File: src/hdl/rkd_pkg.sv
// Package for the RSA key derivation block: widths, micro-operations, status and controller states.
// Depends on nothing.
`default_nettype none
package rkd_pkg;
	localparam int KEY_BITS = 64;
	localparam int CNT_BITS = $clog2(KEY_BITS);
	localparam logic [CNT_BITS-1:0] CNT_LAST = CNT_BITS'(KEY_BITS - 1);

	typedef logic [KEY_BITS-1:0] key_t;

	// Micro-operations the controller issues to the datapath.
	typedef enum logic [3:0] {
		OP_NONE,
		OP_LOAD,
		OP_MUL_INIT_N,
		OP_MUL_STEP,
		OP_STORE_N_INIT_PHI,
		OP_STORE_PHI,
		OP_GCD_INIT,
		OP_DIV_INIT,
		OP_DIV_STEP,
		OP_GCD_NEXT,
		OP_E_INC,
		OP_INV_INIT,
		OP_MUL_INIT_C1,
		OP_INV_UPDATE,
		OP_FINISH
	} op_t;

	typedef struct packed {
		op_t op;
	} cmd_t;

	typedef struct packed {
		logic e_lt_phi;
		logic rem_zero;
		logic b_is_one;
		logic b_zero;
	} stat_t;

	typedef enum logic [4:0] {
		S_IDLE, S_MN0, S_MN, S_MP0, S_MP, S_PHI, S_SRCH, S_GD0, S_GD, S_GCHK,
		S_INV0, S_ILOOP, S_ID, S_IM0, S_IM, S_IUPD, S_DONE
	} state_t;
endpackage
`default_nettype wire

File: src/hdl/rkd_datapath.sv
// Datapath: operand registers, a bit-serial multiplier and a restoring divider.
// Depends on rkd_pkg; driven by rkd_ctrl.
`default_nettype none
module rkd_datapath (
	input  wire logic          clk,
	input  wire rkd_pkg::cmd_t cmd,
	input  wire logic [31:0]   prime_p,
	input  wire logic [31:0]   prime_q,
	output rkd_pkg::stat_t     stat,
	output rkd_pkg::key_t      modulus,
	output rkd_pkg::key_t      totient,
	output rkd_pkg::key_t      public_exp,
	output rkd_pkg::key_t      private_exp,
	output logic               key_valid
);
	import rkd_pkg::*;

	key_t p_q, q_q, n_q, phi_q, e_q;
	key_t mx_q, my_q, acc_q;
	key_t div_a_q, div_b_q, dd_q, rem_q;
	key_t a1_q, b1_q;
	logic neg_q;
	key_t mod_q, tot_q, pub_q, priv_q;
	logic ok_q;

	logic [KEY_BITS:0] rem_shift;
	logic              rem_ge;
	key_t              rem_sub;
	key_t              d_val;

	// One restoring division step: shift in the next dividend bit and try to subtract.
	always_comb begin
		rem_shift = {rem_q, dd_q[KEY_BITS-1]};
		rem_ge    = rem_shift >= {1'b0, div_b_q};
		rem_sub   = KEY_BITS'(rem_shift - {1'b0, div_b_q});
	end

	// Private exponent selection from the final Euclid state.
	always_comb begin
		d_val = neg_q ? (phi_q - a1_q) : a1_q;
	end

	// Operand and result registers, updated by micro-operation.
	always_ff @(posedge clk) begin
		case (cmd.op)
			OP_LOAD: begin
				p_q <= KEY_BITS'(prime_p);
				q_q <= KEY_BITS'(prime_q);
			end
			OP_MUL_INIT_N: begin
				mx_q  <= p_q;
				my_q  <= q_q;
				acc_q <= '0;
			end
			OP_MUL_STEP: begin
				if (my_q[0]) begin
					acc_q <= acc_q + mx_q;
				end
				mx_q <= {mx_q[KEY_BITS-2:0], 1'b0};
				my_q <= {1'b0, my_q[KEY_BITS-1:1]};
			end
			OP_STORE_N_INIT_PHI: begin
				n_q   <= acc_q;
				mx_q  <= p_q - KEY_BITS'(1);
				my_q  <= q_q - KEY_BITS'(1);
				acc_q <= '0;
			end
			OP_STORE_PHI: begin
				phi_q <= acc_q;
				e_q   <= KEY_BITS'(2);
			end
			OP_GCD_INIT: begin
				div_a_q <= e_q;
				div_b_q <= phi_q;
			end
			OP_DIV_INIT: begin
				dd_q  <= div_a_q;
				rem_q <= '0;
			end
			OP_DIV_STEP: begin
				rem_q <= rem_ge ? rem_sub : rem_shift[KEY_BITS-1:0];
				dd_q  <= {dd_q[KEY_BITS-2:0], rem_ge};
			end
			OP_GCD_NEXT: begin
				div_a_q <= div_b_q;
				div_b_q <= rem_q;
			end
			OP_E_INC: begin
				e_q <= e_q + KEY_BITS'(1);
			end
			OP_INV_INIT: begin
				a1_q    <= KEY_BITS'(1);
				b1_q    <= '0;
				div_a_q <= e_q;
				div_b_q <= phi_q;
				neg_q   <= 1'b0;
			end
			OP_MUL_INIT_C1: begin
				mx_q  <= dd_q;
				my_q  <= b1_q;
				acc_q <= a1_q;
			end
			OP_INV_UPDATE: begin
				a1_q    <= b1_q;
				b1_q    <= acc_q;
				div_a_q <= div_b_q;
				div_b_q <= rem_q;
				neg_q   <= !neg_q;
			end
			OP_FINISH: begin
				mod_q  <= n_q;
				tot_q  <= phi_q;
				pub_q  <= e_q;
				ok_q   <= div_a_q == KEY_BITS'(1);
				priv_q <= (div_a_q == KEY_BITS'(1)) ? d_val : '0;
			end
			default: begin
			end
		endcase
	end

	// Status back to the controller.
	always_comb begin
		stat.e_lt_phi = e_q < phi_q;
		stat.rem_zero = rem_q == '0;
		stat.b_is_one = div_b_q == KEY_BITS'(1);
		stat.b_zero   = div_b_q == '0;
	end

	assign modulus     = mod_q;
	assign totient     = tot_q;
	assign public_exp  = pub_q;
	assign private_exp = priv_q;
	assign key_valid   = ok_q;
endmodule
`default_nettype wire

File: src/hdl/rkd_ctrl.sv
// Controller: sequences the multiply, gcd search and inverse loops, owns the handshakes.
// Depends on rkd_pkg; drives rkd_datapath.
`default_nettype none
module rkd_ctrl (
	input  wire logic           clk,
	input  wire logic           arst_n,
	input  wire logic           in_valid,
	output logic                in_ready,
	output logic                out_valid,
	input  wire logic           out_ready,
	input  wire rkd_pkg::stat_t stat,
	output rkd_pkg::cmd_t       cmd
);
	import rkd_pkg::*;

	state_t state_q, state_d;
	logic [CNT_BITS-1:0] cnt_q;
	logic cnt_clr, last;
	logic out_valid_q;

	assign last = cnt_q == CNT_LAST;

	// State, step counter and output word flag.
	always_ff @(posedge clk or negedge arst_n) begin
		if (!arst_n) begin
			state_q     <= S_IDLE;
			cnt_q       <= '0;
			out_valid_q <= 1'b0;
		end else begin
			state_q <= state_d;
			cnt_q   <= cnt_clr ? '0 : cnt_q + CNT_BITS'(1);
			if (cmd.op == OP_FINISH) begin
				out_valid_q <= 1'b1;
			end else if (out_ready) begin
				out_valid_q <= 1'b0;
			end
		end
	end

	// Next state and micro-operation.
	always_comb begin
		state_d  = state_q;
		cmd.op   = OP_NONE;
		cnt_clr  = 1'b1;
		in_ready = 1'b0;
		case (state_q)
			S_IDLE: begin
				in_ready = 1'b1;
				if (in_valid) begin
					cmd.op  = OP_LOAD;
					state_d = S_MN0;
				end
			end
			S_MN0: begin
				cmd.op  = OP_MUL_INIT_N;
				state_d = S_MN;
			end
			S_MN: begin
				cmd.op  = OP_MUL_STEP;
				cnt_clr = last;
				if (last) state_d = S_MP0;
			end
			// The modulus product hands over to the totient product in the single state S_MP0.
			S_MP0: begin
				cmd.op  = OP_STORE_N_INIT_PHI;
				state_d = S_MP;
			end
			S_MP: begin
				cmd.op  = OP_MUL_STEP;
				cnt_clr = last;
				if (last) state_d = S_PHI;
			end
			S_PHI: begin
				cmd.op  = OP_STORE_PHI;
				state_d = S_SRCH;
			end
			S_SRCH: begin
				if (stat.e_lt_phi) begin
					cmd.op  = OP_GCD_INIT;
					state_d = S_GD0;
				end else begin
					state_d = S_INV0;
				end
			end
			S_GD0: begin
				cmd.op  = OP_DIV_INIT;
				state_d = S_GD;
			end
			S_GD: begin
				cmd.op  = OP_DIV_STEP;
				cnt_clr = last;
				if (last) state_d = S_GCHK;
			end
			S_GCHK: begin
				if (!stat.rem_zero) begin
					cmd.op  = OP_GCD_NEXT;
					state_d = S_GD0;
				end else if (stat.b_is_one) begin
					state_d = S_INV0;
				end else begin
					cmd.op  = OP_E_INC;
					state_d = S_SRCH;
				end
			end
			S_INV0: begin
				cmd.op  = OP_INV_INIT;
				state_d = S_ILOOP;
			end
			S_ILOOP: begin
				if (stat.b_zero) begin
					state_d = S_DONE;
				end else begin
					cmd.op  = OP_DIV_INIT;
					state_d = S_ID;
				end
			end
			S_ID: begin
				cmd.op  = OP_DIV_STEP;
				cnt_clr = last;
				if (last) state_d = S_IM0;
			end
			S_IM0: begin
				cmd.op  = OP_MUL_INIT_C1;
				state_d = S_IM;
			end
			S_IM: begin
				cmd.op  = OP_MUL_STEP;
				cnt_clr = last;
				if (last) state_d = S_IUPD;
			end
			S_IUPD: begin
				cmd.op  = OP_INV_UPDATE;
				state_d = S_ILOOP;
			end
			S_DONE: begin
				if (!out_valid_q || out_ready) begin
					cmd.op  = OP_FINISH;
					state_d = S_IDLE;
				end
			end
			default: begin
				state_d = S_IDLE;
			end
		endcase
	end

	assign out_valid = out_valid_q;
endmodule
`default_nettype wire

File: src/hdl/rsa_key_derivation_top.sv
// Channel   Signals                                          Direction
// input     in_valid, in_ready, prime_p, prime_q             in
// output    out_valid, out_ready, modulus, totient,          out
//           public_exp, private_exp, key_valid
// One key pair at a time. The two products run on a bit-serial multiplier; every Euclid
// remainder runs on the restoring divider, and each inverse step adds a further product,
// so the total grows with the number of gcd steps.
// Reset clears only control; the output word may wait for out_ready while a new pair is
// accepted, and the result of that pair is held back until the old word is taken.
// Depends on rkd_pkg, rkd_ctrl and rkd_datapath.
`default_nettype none
module rsa_key_derivation_top (
	input  wire logic        clk,
	input  wire logic        arst_n,
	input  wire logic        in_valid,
	output logic             in_ready,
	input  wire logic [31:0] prime_p,
	input  wire logic [31:0] prime_q,
	output logic             out_valid,
	input  wire logic        out_ready,
	output rkd_pkg::key_t    modulus,
	output rkd_pkg::key_t    totient,
	output rkd_pkg::key_t    public_exp,
	output rkd_pkg::key_t    private_exp,
	output logic             key_valid
);
	import rkd_pkg::*;

	cmd_t  cmd;
	stat_t stat;

	// Sequencer.
	rkd_ctrl u_ctrl (
		.clk       (clk),
		.arst_n    (arst_n),
		.in_valid  (in_valid),
		.in_ready  (in_ready),
		.out_valid (out_valid),
		.out_ready (out_ready),
		.stat      (stat),
		.cmd       (cmd)
	);

	// Arithmetic and result registers.
	rkd_datapath u_dp (
		.clk         (clk),
		.cmd         (cmd),
		.prime_p     (prime_p),
		.prime_q     (prime_q),
		.stat        (stat),
		.modulus     (modulus),
		.totient     (totient),
		.public_exp  (public_exp),
		.private_exp (private_exp),
		.key_valid   (key_valid)
	);
endmodule
`default_nettype wire

File: config.mk
export PLATFORM = sky130hd
export DESIGN_NAME = rsa_key_derivation_top
export DESIGN_NICKNAME = d
export VERILOG_FILES = /design/src/hdl/rkd_pkg.sv /design/src/hdl/rkd_datapath.sv /design/src/hdl/rkd_ctrl.sv /design/src/hdl/rsa_key_derivation_top.sv
export SDC_FILE = /design/constraint.sdc
export NUM_CORES = 2
export LEC_CHECK = 0
export ABC_AREA = 1
export BUFFER_PORTS_ARGS = -buffer_cell sky130_fd_sc_hd__buf_2
export CORE_MARGIN = 2
export CORE_UTILIZATION = 45
export CTS_BUF_LIST = sky130_fd_sc_hd__clkbuf_16
export DETAILED_ROUTE_END_ITERATION = 10
export GPL_ROUTABILITY_DRIVEN = 0
export PLACE_DENSITY_LB_ADDON = 0.1
export SLEW_MARGIN = 20
export SYNTH_ARGS = -nofsm -noshare
export SYNTH_HDL_FRONTEND = slang
export SYNTH_SLANG_ARGS = --single-unit
File: constraint.sdc
create_clock -name clk -period 26.5 [get_ports clk]
set_input_delay 5.3 -clock clk [delete_from_list [all_inputs] [get_ports clk]]
set_output_delay 5.3 -clock clk [all_outputs]
set_load 0.01 [all_outputs]
Yosys cells after proc, flatten, opt, wreduce, memory -nomap -nowiden

Cells that the tools add are included.

Register bits: 1102
Bits in latches: 0
RAM bits: 0
Bits in read-only memories: 0
Bits of input ports: 68
Output and inout port bits: 259
Memories kept: 0

$add $sub $neg: 7
$mul: 0
Divide/modulo/power cells: 0
Magnitude comparators: 2
Equality and inequality tests: 41
Shift operators: 0
Mux-type cells: 38
Bitwise operators: 0
Reduce and logical (&&, ||, !) cells: 22

Operators by type and width:

| cell                                                                    | count |
|---|---|
| 64-bit case mux with 2 select lines                                     | 7 |
| 64-bit case mux with 4 select lines                                     | 2 |
| 64-bit two-way mux                                                      | 3 |
| 64-bit case mux with 3 select lines                                     | 1 |
| 64-bit by 1-bit equality test with 1-bit output (second input constant) | 2 |
| 64-bit zero test                                                        | 2 |
| 64-bit subtractor                                                       | 2 |
| 5-bit case mux with 16 select lines                                     | 1 |
| 32-bit by 1-bit subtractor with 33-bit output (second input constant)   | 2 |
| 65-bit by 64-bit greater-or-equal comparator with 1-bit output          | 1 |
| 64-bit by 1-bit adder with 64-bit output (second input constant)        | 1 |
| 64-bit adder                                                            | 1 |
| 64-bit less-than comparator                                             | 1 |
| 4-bit case mux with 14 select lines                                     | 1 |
| 5-bit two-way mux                                                       | 9 |
| 5-bit by 4-bit equality test with 1-bit output (second input constant)  | 8 |
| 4-bit equality test (second input constant)                             | 7 |
| 5-bit by 3-bit equality test with 1-bit output (second input constant)  | 4 |
| 4-bit two-way mux                                                       | 5 |
| 4-bit by 3-bit equality test with 1-bit output (second input constant)  | 4 |
| 2-bit by 1-bit != test with 1-bit output (second input constant)        | 7 |
| 5-bit by 2-bit equality test with 1-bit output (second input constant)  | 2 |
| 2-bit nonzero test                                                      | 5 |
| 2-bit OR reduction                                                      | 5 |
| other kinds (20)                                                        | 27 |

Depth between registers and ports, before layout

Depth in word-level cells: 8
Gate-level depth with buffers: 19

Cells and area by module

Synthesis repeated with hierarchy kept, for this count alone.

Cells, all modules: 8069
Area, all modules: 64868.5 µm²

Modules (own cells, without submodules):

| module       | times used | cells an instance | area each (µm²) |
|---|---|---|---|
| rkd_datapath | 1          | 7924              | 63913.8 |
| rkd_ctrl     | 1          | 145               | 954.7 |

Worst setup path after synthesis

Ideal clock, no wire load.

Path type: input-to-reg
From: input port out_ready
To: register u_dp.dd_q[0], enable pin
Library setup time: 0.792 ns
Arrival time: 25.705 ns
Data required time: 25.708 ns
Path slack: 0.003 ns
Stages: 7
Path buffers: 0
Cell sequence: nor2_1 > nor2_1 > a21oi_1 > nand3_1 > nand3b_1 > nand2_1 > o21ai_0

Cells in the longest elaborated chain, start to end: 5

Ends and longest elaborated chain:

| item                                                                                         | RTL line                     | text |
|---|---|---|
| start, declared                                                                              | rsa_key_derivation_top.sv:20 | `input wire logic out_ready,` |
| 1-bit logical OR *                                                                           | rkd_ctrl.sv:136              | `if (!out_valid_q \|\| out_ready) begin` |
| 4-bit two-way mux *                                                                          | rkd_ctrl.sv:136              |  |
| 4-bit case mux with 14 select lines *                                                        | rkd_ctrl.sv:46               | `case (state_q)` |
| 4-bit by 3-bit equality test with 1-bit output / 4-bit equality test (equally long branches) | rkd_datapath.sv:45           | `case (cmd.op)` |
| 2-bit nonzero test (no source line) *                                                        | -                            |  |
| end signal, assigned                                                                         | rkd_datapath.sv:77           | `dd_q <= div_a_q;` |
| end signal, assigned                                                                         | rkd_datapath.sv:82           | `dd_q <= {dd_q[KEY_BITS-2:0], rem_ge};` |
| end, declared                                                                                | rkd_datapath.sv:20           | `key_t div_a_q, div_b_q, dd_q, rem_q;` |

Mark *: on every way between the ends. The rest lies on a longest branch, timed or not.
A chain may end at the register's enable or synchronous reset.

Final worst setup path

From: input port in_valid
To: register u_dp.dd_q[7], enable pin

Cells in the longest elaborated chain, start to end: 4

Ends and longest elaborated chain:

| item                                                                                         | RTL line                     | text |
|---|---|---|
| start, declared                                                                              | rsa_key_derivation_top.sv:15 | `input wire logic in_valid,` |
| 1-bit two-way mux *                                                                          | rkd_ctrl.sv:49               | `if (in_valid) begin` |
| 4-bit case mux with 14 select lines *                                                        | rkd_ctrl.sv:46               |  |
| 4-bit by 3-bit equality test with 1-bit output / 4-bit equality test (equally long branches) | rkd_datapath.sv:45           |  |
| 2-bit nonzero test (no source line) *                                                        | -                            |  |

Marks and branches as above.

==> results.yml <==
floorplanning:
  die_y_microns: 368
  dieWidth_microns: 368
  core_area_sq_um: 131000
  ios: 327
  start_util: 0.453
  rows: 133
  dieArea_sq_um: 135000
pwr:
  p_sw_w: 0.00367
  internal_power_w: 0.00478
  clock_power_share: 0.197
  leakage_nw: 26.9
  finalPower_w: 0.00845
  pwr-share-seq: 0.378
  vdd_ir_drop_max_mv: 0.104
  p_per_area_nw_per_um2: 126
  switching_share: 0.435
  pwr-share-comb: 0.425
yosys:
  synth_warnings: 0
  syn_nets: 6582
  syn_inst: 6254
  synth_edf_count: 1090
  synth_cell_types: 69
  ys_async_sr_fraction: 0.0109
  syn-cell-area_sq_um: 59500
  yosysSeqAreaShare: 0.555
  ys_ff_latch: 1102
  synth.avg_cell_area_sq_um: 9.51
  synth_flop_cell: "edfxtp_1"
place:
  numPortBuffers: 326
  dp_slack_ns: 17.77
  hpwl_mm: 149
final_layout:
  fin_util: 0.510
  final_cell_mix: "edfxtp_1 (1,090), nand2_1 (1,016), inv_1 (956), nor2_1 (684), o21ai_0 (452)"
  nets: 6920
  layout-drive-gt1-share: 0.0987
  final_common_cell: "edfxtp_1"
  flow.area_growth_from_synthesis_pct: 12.6
critical_path:
  critPathLaunchType: "input port"
  crit_required_ns: 26.88
  cp_max_fo: 73
  crit_arrival_ns: 8.35
  end_kind: "register"
  ff2ff_setup_slack_ns: 21.23
  crit_type: "in2reg"
global_routing:
  grt_pass1_wl_mm: 284
  grt_pass1_vias: 44800
  overflow: 0
  antenna_found_initial: 15
  grt_usage: 0.280
  grt_max_degree: 141
route:
  via_per_inst: 5.62
  wirelength_mm: 193
  drtAntennaViolNets: 0
  drc: 0
  wire_per_inst_microns: 22.8
  drt_iter0_markers: 5248
  dr.pass1.iters: 6
  via_count: 47400
worst_hold_path:
  hp-class: "reg2reg"
clock_network:
  clk_path_buf_depth: 3
  clock_insertion_delay_worst_skew_ns: 0.79
  cts_made_buffers: 119
  cts_tree: "built"
  cts_setup_buffers: 0
  htreeDepth: 3
  clk_pin_slew_worst_paths_ns: 0.06
  cts_root_buf: "clkbuf_16"
  ctsResizeCount: 0
  clock-sinks: 1102
  ctsHoldBuffers: 0
timing:
  setup_viol: 0
  post-route-period-util: 0.301
  period_needed_ns: 7.97
  slew_violations: 0
  layout_setup_ws_ns: 18.53
  setup_tns_ns: 0
  hold_viol: 0
  rsz0062_at_grt: "no"
  skew_ns: 0.0437
  slew-limit-headroom: 0.208
  max_slew.worst_pin.slew_ns: 1.19
  fmax_ghz: 0.125
  fin_hold_ws_ns: 0.411
run:
  cap_violations: 0
status:
  status: "complete, no violations"
## routing by layer
layer / routed length (microns) / share of wire / track usage
met2: 84000 / 0.44 / 0.424
met3: 16700 / 0.087 / 0.0483
met4: 7560 / 0.039 / 0.109
met5: 0 / 0 / 0
met1: 84500 / 0.44 / 0.400
## final timing paths
check,cells past startpoint,startpoint,end
min in group asynchronous,1,arst_n,u_ctrl.out_valid
setup reg to reg,14,u_dp.phi_q[35],u_dp.dd_q[7]
hold / removal,0,u_dp.n_q[44],u_dp.modulus[44]
hold reg to reg,0,u_dp.n_q[44],u_dp.modulus[44]
setup / recovery,10,in_valid,u_dp.dd_q[7]
max in group asynchronous,1,arst_n,u_ctrl.state_q[1]
## kinds of logic after synthesis
logic type / share of synthesized area
XOR/XNOR: 0.0233
adder cells (fa/ha/maj): 0.0551
AND/OR/NAND/NOR: 0.167
flip-flops: 0.555
buffers and inverters: 0.0712
AO/OA/AOI/OAI: 0.128
## final cells by class
class                   instances  area [sq um]
repair buffers                372          1980
inverters                     950          3570
multi-input cells            4047         22300
clock inverters                96           897
fillers                     12200         64300
clock buffers                 119          2980
well taps                    1755          2200
flip-flops and latches       1102         33000
diodes                          4          10.0
## sequential cells by signal (all words and copies together), names as in the netlist, 5 cells and up
name / count
u_dp.n_q: 64
u_dp.q_q: 32
u_dp.acc_q: 64
u_dp.totient: 64
u_dp.private_exp: 64
u_dp.e_q: 64
u_dp.my_q: 64
u_dp.a1_q: 64
u_dp.phi_q: 64
u_dp.rem_q: 64
u_ctrl.state_q: 5
u_ctrl.cnt_q: 6
u_dp.div_a_q: 64
u_dp.public_exp: 64
u_dp.p_q: 32
u_dp.dd_q: 64
u_dp.div_b_q: 64
u_dp.b1_q: 64
u_dp.mx_q: 64
u_dp.modulus: 64
## synthesized netlist by cell type, types with 9 or more instances
cell	number	area share
a221oi_1	13	0.0019
o21ai_1	22	0.0019
nand3_1	207	0.017
a31oi_1	71	0.0075
o22ai_1	70	0.0074
a22oi_1	53	0.0067
a21oi_1	439	0.037
nor3_1	90	0.0076
nor2_1	689	0.043
dfrtp_1	12	0.0050
nor3b_1	12	0.0015
xor2_1	93	0.014
clkbuf_1	114	0.0072
nor2_4	9	0.0017
a21o_1	40	0.0050
o311ai_0	9	0.0013
a21boi_0	13	0.0016
nand2_1	1022	0.065
o21ai_0	455	0.038
nand4_1	82	0.0086
a211oi_1	12	0.0015
o21a_1	19	0.0024
inv_1	941	0.059
xnor2_1	65	0.0096
nor2_2	10	0.0011
or2_2	39	0.0041
nand3b_1	19	0.0024
ha_1	257	0.054
buf_1	16	0.0010
edfxtp_1	1090	0.55
o211ai_1	78	0.0098
buf_2	18	0.0015
nor4_1	79	0.0083
o21bai_1	16	0.0020
## critical path, cell delays in order
cell and delay [ns]:
buf_2 0.08, inv_1 0.05, nor3_2 0.16, buf_4 0.66, nor4_1 0.15, nand3_1 0.12, nand2_1 0.09, o21ai_4 0.12
buf_4 0.64, buf_4 0.84
## stage by stage
step | std cells | instance area (sq um)
2_1_floorplan | 6254 | 59500
3_3_place_gp | 8226 | 63100
3_5_place_dp | 8226 | 63100
4_1_cts | 8441 | 67000
5_1_grt | 8443 | 67000
6_report | 8445 | 67000
## power by group through the flow
stage	combinational, W	sequential, W	clock [W]
6_report	0.00359	0.00320	0.00167
3_5_place_dp	0.00351	0.00321	0
4_1_cts	0.00353	0.00318	0.00170
3_3_place_gp	0.00348	0.00321	0
2_1_floorplan	0.00253	0.00305	0
5_1_grt	0.00397	0.00323	0.00176
Note: power is estimated with default switching activity, not from simulation.
